`src/sv/sva_pkg.sv`:
```
`timescale 1ns / 1ps
// ----------------------------------------------------------------------------
// Sound voice allocator package
// Shared sizes, codes and structs for the channel cell chain.
// ----------------------------------------------------------------------------
package sva_pkg;

  localparam int HIGH_CHANNELS  = 4;
  localparam int LOW_CHANNELS   = 12;
  localparam int TAG_BITS       = 8;
  localparam int TOTAL_CHANNELS = HIGH_CHANNELS + LOW_CHANNELS;
  localparam int IDX_W          = (TOTAL_CHANNELS > 2) ? $clog2(TOTAL_CHANNELS) : 1;
  localparam int FIN_W          = (IDX_W > 4) ? IDX_W : 4;

  localparam logic [1:0] CMD_PLAY   = 2'd0;
  localparam logic [1:0] CMD_STOP   = 2'd1;
  localparam logic [1:0] CMD_FINISH = 2'd2;

  localparam logic [1:0] ACT_NONE    = 2'd0;
  localparam logic [1:0] ACT_STOPPED = 2'd1;
  localparam logic [1:0] ACT_STARTED = 2'd2;
  localparam logic [1:0] ACT_STOLEN  = 2'd3;

  localparam logic [6:0] VOL_MAX = 7'd100;

  typedef struct packed {
    logic [1:0]          command;
    logic [TAG_BITS-1:0] tag;
    logic                known;
    logic                high_priority;
    logic [6:0]          volume;
    logic                looping;
    logic [3:0]          fin;
  } sva_cmd_t;

  typedef struct packed {
    logic                play_en;
    logic                stop_en;
    logic                fin_en;
    logic                all_busy;
    logic [IDX_W-1:0]    steal_idx;
    logic [TAG_BITS-1:0] tag;
    logic [FIN_W-1:0]    fin;
  } sva_bcast_t;

  typedef struct packed {
    logic             free_found;
    logic [IDX_W-1:0] free_idx;
    logic             tag_found;
    logic [IDX_W-1:0] tag_idx;
    logic             tag_playing;
  } sva_link_t;

endpackage

```
`src/sv/sva_req_if.sv`:
```
`timescale 1ns / 1ps
// ----------------------------------------------------------------------------
// Sound voice allocator request channel
// Valid/ready channel carrying one allocation command per transfer.
// ----------------------------------------------------------------------------
interface sva_req_if;
  logic       valid;
  logic       ready;
  logic [1:0] command;
  logic [7:0] sound_tag;
  logic       sound_known;
  logic       high_priority;
  logic [6:0] volume;
  logic       looping;
  logic [3:0] finished_channel;

  modport source (
    output valid, command, sound_tag, sound_known, high_priority, volume, looping,
           finished_channel,
    input  ready
  );
  modport sink (
    input  valid, command, sound_tag, sound_known, high_priority, volume, looping,
           finished_channel,
    output ready
  );
endinterface

```
`src/sv/sva_rsp_if.sv`:
```
`timescale 1ns / 1ps
// ----------------------------------------------------------------------------
// Sound voice allocator response channel
// Valid/ready channel carrying one allocation result per transfer.
// ----------------------------------------------------------------------------
interface sva_rsp_if;
  logic       valid;
  logic       ready;
  logic [1:0] action;
  logic [3:0] channel;
  logic [7:0] out_tag;
  logic [6:0] out_volume;
  logic       out_looping;

  modport source (
    output valid, action, channel, out_tag, out_volume, out_looping,
    input  ready
  );
  modport sink (
    input  valid, action, channel, out_tag, out_volume, out_looping,
    output ready
  );
endinterface

```
`src/sv/sva_cell.sv`:
```
`timescale 1ns / 1ps
// ----------------------------------------------------------------------------
// Sound voice allocator channel cell
// Holds one channel's tag, assigned and playing bits; extends the priority
// chain for the free-channel and tag searches and applies the broadcast update.
// ----------------------------------------------------------------------------
module sva_cell (
  input  logic                           clk_i,
  input  logic                           rst_ni,
  input  logic [sva_pkg::IDX_W-1:0]      idx_i,
  input  sva_pkg::sva_bcast_t            bcast_i,
  input  sva_pkg::sva_link_t             link_i,
  output sva_pkg::sva_link_t             link_o
);
  import sva_pkg::*;

  logic [TAG_BITS-1:0] tag_q, tag_d;
  logic                assigned_q, assigned_d;
  logic                playing_q, playing_d;
  logic                free_here, tag_here, take, stop, fin;

  assign free_here = !playing_q;
  assign tag_here  = assigned_q && (tag_q == bcast_i.tag);

  always_comb begin
    link_o.free_found  = link_i.free_found | free_here;
    link_o.free_idx    = link_i.free_found ? link_i.free_idx : idx_i;
    link_o.tag_found   = link_i.tag_found | tag_here;
    link_o.tag_idx     = link_i.tag_found ? link_i.tag_idx : idx_i;
    link_o.tag_playing = link_i.tag_found ? link_i.tag_playing : playing_q;
  end

  assign take = bcast_i.play_en &&
                (bcast_i.all_busy ? (bcast_i.steal_idx == idx_i)
                                  : (free_here && !link_i.free_found));
  assign stop = bcast_i.stop_en && tag_here && !link_i.tag_found && playing_q;
  assign fin  = bcast_i.fin_en && (bcast_i.fin == FIN_W'(idx_i));

  always_comb begin
    tag_d      = take ? bcast_i.tag : tag_q;
    assigned_d = assigned_q | take;
    if (take) begin
      playing_d = 1'b1;
    end else if (stop || fin) begin
      playing_d = 1'b0;
    end else begin
      playing_d = playing_q;
    end
  end

  always_ff @(posedge clk_i or negedge rst_ni) begin
    if (!rst_ni) begin
      assigned_q <= 1'b0;
      playing_q  <= 1'b0;
    end else begin
      assigned_q <= assigned_d;
      playing_q  <= playing_d;
    end
  end

  always_ff @(posedge clk_i) begin
    tag_q <= tag_d;
  end

endmodule

```
`src/sv/sound_voice_allocator_top.sv`:
```
`timescale 1ns / 1ps
// ----------------------------------------------------------------------------
// Sound voice allocator
// Assigns playback channels to play, stop and finished commands.
// ----------------------------------------------------------------------------
// Usage:
//   req_i carries one command per transfer: play (with tag, known flag,
//   priority, volume and loop), stop by tag, or channel finished.
//   rsp_o returns exactly one result per command: action, channel, tag,
//   volume and loop setting; unused fields read zero.
//   Timing: a command is registered at its transfer and resolved once
//   the output register is free, when its result is loaded into it.
//   Flow: a new command is taken only while the command register is
//   empty; each command makes one pass through the chain of channel cells,
//   which carries the lowest-free and lowest-tag searches from cell to cell.
//   Stall: while the result waits for rsp_o.ready, one more command is taken
//   and held; it is resolved once the output register is free.
//   Reset: all channels stopped and unassigned, high pointer at channel 0,
//   low pointer at the first low-priority channel, both channels empty.
// ----------------------------------------------------------------------------
module sound_voice_allocator_top (
  input  logic clk_i,
  input  logic rst_ni,
  sva_req_if.sink   req_i,
  sva_rsp_if.source rsp_o
);
  import sva_pkg::*;

  sva_cmd_t         cmd_q;
  logic             cmd_valid_q, cmd_valid_d;
  logic [IDX_W-1:0] high_ptr_q, high_ptr_d;
  logic [IDX_W-1:0] low_ptr_q, low_ptr_d;
  logic             rsp_valid_q, rsp_valid_d;
  logic [1:0]       act_q, act_d;
  logic [3:0]       ch_q, ch_d;
  logic [7:0]       tag_q, tag_d;
  logic [6:0]       vol_q, vol_d;
  logic             loop_q, loop_d;

  logic             req_fire, exec;
  logic             play_ok, stolen;
  logic [6:0]       vol_sat;
  sva_bcast_t       bcast;
  sva_link_t        link [TOTAL_CHANNELS+1];

  assign req_i.ready = !cmd_valid_q;
  assign req_fire    = req_i.valid && req_i.ready;
  assign exec        = cmd_valid_q && (!rsp_valid_q || rsp_o.ready);
  assign vol_sat     = (req_i.volume > VOL_MAX) ? VOL_MAX : req_i.volume;

  always_ff @(posedge clk_i) begin
    if (req_fire) begin
      cmd_q.command       <= req_i.command;
      cmd_q.tag           <= TAG_BITS'(req_i.sound_tag);
      cmd_q.known         <= req_i.sound_known;
      cmd_q.high_priority <= req_i.high_priority;
      cmd_q.volume        <= vol_sat;
      cmd_q.looping       <= req_i.looping;
      cmd_q.fin           <= req_i.finished_channel;
    end
  end

  assign link[0] = '0;

  for (genvar i = 0; i < TOTAL_CHANNELS; i++) begin : g_cell
    sva_cell u_cell (
      .clk_i   (clk_i),
      .rst_ni  (rst_ni),
      .idx_i   (IDX_W'(i)),
      .bcast_i (bcast),
      .link_i  (link[i]),
      .link_o  (link[i+1])
    );
  end

  assign play_ok = exec && (cmd_q.command == CMD_PLAY) && cmd_q.known;
  assign stolen  = !link[TOTAL_CHANNELS].free_found;

  always_comb begin
    bcast.play_en   = play_ok;
    bcast.stop_en   = exec && (cmd_q.command == CMD_STOP);
    bcast.fin_en    = exec && (cmd_q.command == CMD_FINISH);
    bcast.all_busy  = stolen;
    bcast.steal_idx = cmd_q.high_priority ? high_ptr_q : low_ptr_q;
    bcast.tag       = cmd_q.tag;
    bcast.fin       = FIN_W'(cmd_q.fin);
  end

  always_comb begin
    high_ptr_d = high_ptr_q;
    low_ptr_d  = low_ptr_q;
    if (play_ok && stolen) begin
      if (cmd_q.high_priority) begin
        high_ptr_d = ((IDX_W+1)'(high_ptr_q) + 1'b1 >= (IDX_W+1)'(HIGH_CHANNELS))
                     ? '0 : high_ptr_q + 1'b1;
      end else begin
        low_ptr_d = ((IDX_W+1)'(low_ptr_q) + 1'b1 >= (IDX_W+1)'(TOTAL_CHANNELS))
                    ? IDX_W'(HIGH_CHANNELS) : low_ptr_q + 1'b1;
      end
    end
  end

  always_comb begin
    act_d  = ACT_NONE;
    ch_d   = '0;
    tag_d  = '0;
    vol_d  = '0;
    loop_d = 1'b0;
    case (cmd_q.command)
      CMD_PLAY: begin
        if (cmd_q.known) begin
          act_d  = stolen ? ACT_STOLEN : ACT_STARTED;
          ch_d   = stolen ? 4'(bcast.steal_idx) : 4'(link[TOTAL_CHANNELS].free_idx);
          tag_d  = 8'(cmd_q.tag);
          vol_d  = cmd_q.volume;
          loop_d = cmd_q.looping;
        end
      end
      CMD_STOP: begin
        if (link[TOTAL_CHANNELS].tag_found && link[TOTAL_CHANNELS].tag_playing) begin
          act_d = ACT_STOPPED;
          ch_d  = 4'(link[TOTAL_CHANNELS].tag_idx);
          tag_d = 8'(cmd_q.tag);
        end
      end
      default: begin
        act_d = ACT_NONE;
      end
    endcase
  end

  always_comb begin
    cmd_valid_d = cmd_valid_q;
    if (exec) begin
      cmd_valid_d = 1'b0;
    end
    if (req_fire) begin
      cmd_valid_d = 1'b1;
    end
    rsp_valid_d = rsp_valid_q;
    if (rsp_valid_q && rsp_o.ready) begin
      rsp_valid_d = 1'b0;
    end
    if (exec) begin
      rsp_valid_d = 1'b1;
    end
  end

  always_ff @(posedge clk_i or negedge rst_ni) begin
    if (!rst_ni) begin
      cmd_valid_q <= 1'b0;
      rsp_valid_q <= 1'b0;
      high_ptr_q  <= '0;
      low_ptr_q   <= IDX_W'(HIGH_CHANNELS);
    end else begin
      cmd_valid_q <= cmd_valid_d;
      rsp_valid_q <= rsp_valid_d;
      high_ptr_q  <= high_ptr_d;
      low_ptr_q   <= low_ptr_d;
    end
  end

  always_ff @(posedge clk_i) begin
    if (exec) begin
      act_q  <= act_d;
      ch_q   <= ch_d;
      tag_q  <= tag_d;
      vol_q  <= vol_d;
      loop_q <= loop_d;
    end
  end

  assign rsp_o.valid       = rsp_valid_q;
  assign rsp_o.action      = act_q;
  assign rsp_o.channel     = ch_q;
  assign rsp_o.out_tag     = tag_q;
  assign rsp_o.out_volume  = vol_q;
  assign rsp_o.out_looping = loop_q;

`ifndef NO_ASSERTIONS
  a_exec_loads_rsp: assert property (@(posedge clk_i) disable iff (!rst_ni)
    exec |=> rsp_valid_q)
    else $error("resolved command did not load the output register");

  a_cmd_held: assert property (@(posedge clk_i) disable iff (!rst_ni)
    (cmd_valid_q && !exec) |=> (cmd_valid_q && $stable(cmd_q)))
    else $error("pending command lost while output stalled");

  a_high_ptr_range: assert property (@(posedge clk_i) disable iff (!rst_ni)
    (IDX_W+1)'(high_ptr_q) < (IDX_W+1)'(HIGH_CHANNELS))
    else $error("high steal pointer left its region");

  a_low_ptr_range: assert property (@(posedge clk_i) disable iff (!rst_ni)
    ((IDX_W+1)'(low_ptr_q) >= (IDX_W+1)'(HIGH_CHANNELS)) &&
    ((IDX_W+1)'(low_ptr_q) < (IDX_W+1)'(TOTAL_CHANNELS)))
    else $error("low steal pointer left its region");
`endif

endmodule
```
`src/flat_wrapper.sv`:
```
// flat-port wrapper written by rule: the top's interface ports become plain ports
module sound_voice_allocator_top_flat import sva_pkg::*;
  (clk_i, rst_ni, req_i_valid, req_i_command, req_i_sound_tag, req_i_sound_known, req_i_high_priority, req_i_volume, req_i_looping, req_i_finished_channel, req_i_ready, rsp_o_valid, rsp_o_action, rsp_o_channel, rsp_o_out_tag, rsp_o_out_volume, rsp_o_out_looping, rsp_o_ready);
  sva_req_if req_i_i ();
  sva_rsp_if rsp_o_i ();
  input  logic clk_i;
  input  logic rst_ni;
  input wire logic [$bits(req_i_i.valid)-1:0] req_i_valid;
  input wire logic [$bits(req_i_i.command)-1:0] req_i_command;
  input wire logic [$bits(req_i_i.sound_tag)-1:0] req_i_sound_tag;
  input wire logic [$bits(req_i_i.sound_known)-1:0] req_i_sound_known;
  input wire logic [$bits(req_i_i.high_priority)-1:0] req_i_high_priority;
  input wire logic [$bits(req_i_i.volume)-1:0] req_i_volume;
  input wire logic [$bits(req_i_i.looping)-1:0] req_i_looping;
  input wire logic [$bits(req_i_i.finished_channel)-1:0] req_i_finished_channel;
  output wire logic [$bits(req_i_i.ready)-1:0] req_i_ready;
  output wire logic [$bits(rsp_o_i.valid)-1:0] rsp_o_valid;
  output wire logic [$bits(rsp_o_i.action)-1:0] rsp_o_action;
  output wire logic [$bits(rsp_o_i.channel)-1:0] rsp_o_channel;
  output wire logic [$bits(rsp_o_i.out_tag)-1:0] rsp_o_out_tag;
  output wire logic [$bits(rsp_o_i.out_volume)-1:0] rsp_o_out_volume;
  output wire logic [$bits(rsp_o_i.out_looping)-1:0] rsp_o_out_looping;
  input wire logic [$bits(rsp_o_i.ready)-1:0] rsp_o_ready;
  assign req_i_i.valid = req_i_valid;
  assign req_i_i.command = req_i_command;
  assign req_i_i.sound_tag = req_i_sound_tag;
  assign req_i_i.sound_known = req_i_sound_known;
  assign req_i_i.high_priority = req_i_high_priority;
  assign req_i_i.volume = req_i_volume;
  assign req_i_i.looping = req_i_looping;
  assign req_i_i.finished_channel = req_i_finished_channel;
  assign req_i_ready = req_i_i.ready;
  assign rsp_o_valid = rsp_o_i.valid;
  assign rsp_o_action = rsp_o_i.action;
  assign rsp_o_channel = rsp_o_i.channel;
  assign rsp_o_out_tag = rsp_o_i.out_tag;
  assign rsp_o_out_volume = rsp_o_i.out_volume;
  assign rsp_o_out_looping = rsp_o_i.out_looping;
  assign rsp_o_i.ready = rsp_o_ready;
  sound_voice_allocator_top u_core (.clk_i(clk_i), .rst_ni(rst_ni), .req_i(req_i_i), .rsp_o(rsp_o_i));
endmodule
```
`config.mk`:
```
export PLATFORM = sky130hd
export DESIGN_NAME = sound_voice_allocator_top_flat
export DESIGN_NICKNAME = d
export VERILOG_FILES = /design/src/sv/sva_pkg.sv /design/src/sv/sva_req_if.sv /design/src/sv/sva_rsp_if.sv /design/src/sv/sva_cell.sv /design/src/sv/sound_voice_allocator_top.sv /design/src/flat_wrapper.sv
export SDC_FILE = /design/constraint.sdc
export NUM_CORES = 1
export LEC_CHECK = 0
export ABC_AREA = 1
export BUFFER_PORTS_ARGS = -buffer_cell sky130_fd_sc_hd__buf_2
export CAP_MARGIN = 20
export CORE_MARGIN = 10
export CORE_UTILIZATION = 40
export DETAILED_ROUTE_END_ITERATION = 7
export PLACE_DENSITY = 0.56
export SYNTH_ARGS = -nofsm -noshare
export SYNTH_HDL_FRONTEND = slang
export SYNTH_SLANG_ARGS = --single-unit
```
`constraint.sdc`:
```
create_clock -name clk_i -period 8.6 [get_ports clk_i]
set_input_delay 0.43 -clock clk_i [delete_from_list [all_inputs] [get_ports clk_i]]
set_output_delay 0.43 -clock clk_i [all_outputs]
set_load 0.05 [all_outputs]
```
==> impl_metrics.ini <==
[floorplanning]
fp.dieH_um = 183.2
pin_count = 52
initial_core_util_pct = 40.78
core_area_sq_mm = 0.02613
die-width_um = 183.2
die_area_sq_mm = 0.03357
row_count = 59

[global_route]
grt_pass1_wl_mm = 42.02
grt_overflow_total = 0
antenna_found_initial = 0
grt.total_usage_pct = 15.92
grt_max_degree = 43
first_global_vias = 7357

[synth]
syn_area_per_cell_sq_um = 10.18
yosys.cell_count.top_type = nand2_1
synth_commonest_cells = nand2_1 (200), edfxtp_1 (174), inv_1 (142)
yosysWarnings = 0
ys_async_sr_fraction_pct = 19.44
synth.distinct_cells = 65
ys_ff_latch = 216
synth-seq-area-share_pct = 58.91
syn_area_sq_mm = 0.01066
synth_fp_nets = 1078
synth_top_area_share_pct = 49.03
synth_area_leaders = edfxtp_1 (49%), dfrtp_1 (9.6%), nand2_1 (7.0%)
synthFlopType = edfxtp_1
synth_edf_count = 174
postSynthCellCount = 1047
synth.largest_area_cell = edfxtp_1

[sta]
setup_viol = 0
slew_headroom_pct = 31.47
tns_ns = 0
period_share_pct = 41.86
hold_viol = 0
drv_slew = 0
period_minus_slack_ns = 3.600
max_freq_mhz = 277.8
fin_skew_ns = 0.01397
tightest_slew_ns = 1.024
grt_setup_unrepaired = false

[clock_network]
clockBufferDepth = 3
clk_pin_slew_ns = 0.06
numClockSinks = 216
cts_tree = built
postCtsResizedCells = 0
numCtsBuffers = 25
htreeDepth = 1
clock_latency_ns = 0.53
root_buffer = clkbuf_16
postCtsHoldBufs = 0
postCtsSetupBuffers = 0

[critical_path]
path_common_cell = nand2_1
cp_top_family = simple AND/OR/NAND/NOR gates
worstPathRequired_ns = 8.87
worstPathArrival_ns = 3.87
max_stage_delay_ns = 0.61
slowest_stage = edfxtp_1
critPathMaxFanout = 27
cp-end-kind = flip-flop
path_cells = buf_4 > inv_6 > nand2_1 > nand2_1 > inv_1 > nand2_1 > nor2_1 > nand3_4 > nand2_4 > nor2_8 > nand4_4 > nor3_4 > nand4_4 > inv_1 > nand3_1 > nand2_1 > inv_1 > nand2_2 > nand2_2 > nand2_2 > o21ai_0
path_class = flip-flop to flip-flop
crit_path_start_kind = flip-flop
cp_num_buf_inv = 5

[place]
placed_cell_area_sq_mm = 0.01118
portBuffers = 51
place_hpwl_mm = 17.73
place_congestion = 0.9165

[final_layout]
antenna_cells = 0
syn2layout_area_growth_pct = 11.76
fin_area_sq_mm = 0.01191
drive_gt1_share_pct = 15.51
fin_util_pct = 45.58
nNetsFinal = 1140
n_fill_cell = 2530

[power]
cellLeakagePower_nw = 4.892
p_per_area_mw_per_mm2 = 242.4
ir_drop_v = 0.0001681

[detailed_routing]
wirelength_mm = 26.87
routed_via_density = 5.032
route.vias.total = 7362
wl_per_cell_um = 18.37
drc = 0
first_pass_iters = 6
drtIter0Drc = 567
ant_nets = 0

[run_status]
outcome = completed

[run]
maxCapViolations = 0

[min_path]
worstHoldPathType = input pin to asynchronous set/reset pin
-- worst paths after layout --
| path | slack (ns) | to | start | cells past startpoint |
|---|---|---|---|---|
| min reg2reg | 0.45 | u_core.g_cell[3].u_cell.assigned_q | u_core.g_cell[3].u_cell.assigned_q | 2 |
| max | 5.00 | u_core.rsp_o.channel[2] | u_core.bcast[7] | 21 |
| max in group asynchronous | 8.13 | u_core.g_cell[7].u_cell.playing_q | rst_ni | 2 |
| min in group clk_i | 0.07 | u_core.bcast[7] | req_i_sound_tag[3] | 1 |
| min | 0.02 | u_core.rsp_o.valid | rst_ni | 2 |
| max reg2reg | 5.00 | u_core.rsp_o.channel[2] | u_core.bcast[7] | 21 |
-- per-layer routing --
metal	global-route usage, %	part of all wire [%]
met5	0	0
met4	4.689	2.5
met3	2.055	3.9
met2	25.73	46
met1	21.94	47
-- cells in the final DEF, fill, tap and decap left out, types with 26 or more instances in the layout --
cell	Yosys	final
o21ai_0	33	33
buf_2	4	54
nand2_1	200	200
dfrtp_1	41	41
nor2_1	117	116
edfxtp_1	174	174
inv_1	142	142
nand3_1	41	41
xor2_1	26	26
a21oi_1	27	27
-- cells by family (layout without fill, tap and decap cells) --
family / count (synthesis) / in the layout / share of synthesized area [%]
xor+xnor: 43 / 43 / 3.534
simple gates: 463 / 463 / 20.56
fa+ha+maj: 3 / 3 / 0.3523
buf+inv: 184 / 265 / 7.878
compound gates: 138 / 138 / 8.771
flops: 216 / 216 / 58.91
-- where the power goes --
group          internal, mW  leakage [nW]  switching [mW]
logic                 0.149          2.46           0.476
clock network         0.539         0.347           0.408
registers              1.26          2.09          0.0576
total                  1.94          4.89           0.942
-- metrics by stage --
| stage | hold slack (ns) | power (mW) | setup slack, ns | cells |
|---|---|---|---|---|
| final | 0.02323 | 2.887 | 5.000 | 1463 |
| after global routing | 0.05907 | 3.024 | 4.683 | 1463 |
| after CTS | 0.03535 | 2.918 | 4.668 | 1461 |
| after detailed placement | 0.4391 | 1.971 | 4.696 | 1415 |
| after global placement | 0.4368 | 1.968 | 4.752 | 1414 |
| after floorplan | 0.1344 | 1.780 | 5.768 | 1047 |
-- state kept, by name, indices dropped and copies added (netlist names) --
register                         count
u_core.g_cell.u_cell.assigned_q     16
u_core.rsp_o.channel                 4
u_core.rsp_o.out_volume              7
u_core.bcast                        12
u_core.g_cell.u_cell.tag_q         128
u_core.rsp_o.out_tag                 8
u_core.low_ptr_q                     4
u_core.rsp_o.out_looping             1
u_core.rsp_o.valid                   1
u_core.cmd_q                        12
u_core.g_cell.u_cell.playing_q      16
u_core.rsp_o.action                  2
u_core.cmd_valid_q                   1
u_core.high_ptr_q                    4
-- area by class of cell --
| class | count | area (sq um) | share of cell area, % |
|---|---|---|---|
| Timing Repair Buffer | 67 | 367.9 | 3.089 |
| Clock inverter | 9 | 46.29 | 0.3887 |
| Clock buffer | 37 | 670.6 | 5.631 |
| Sequential cell | 216 | 6277 | 52.70 |
| Inverter | 152 | 586.8 | 4.927 |
| Tap cell | 335 | 419.2 | 3.519 |
| Multi-Input combinational cell | 647 | 3542 | 29.74 |
Note: power is estimated with default switching activity, not from simulation.
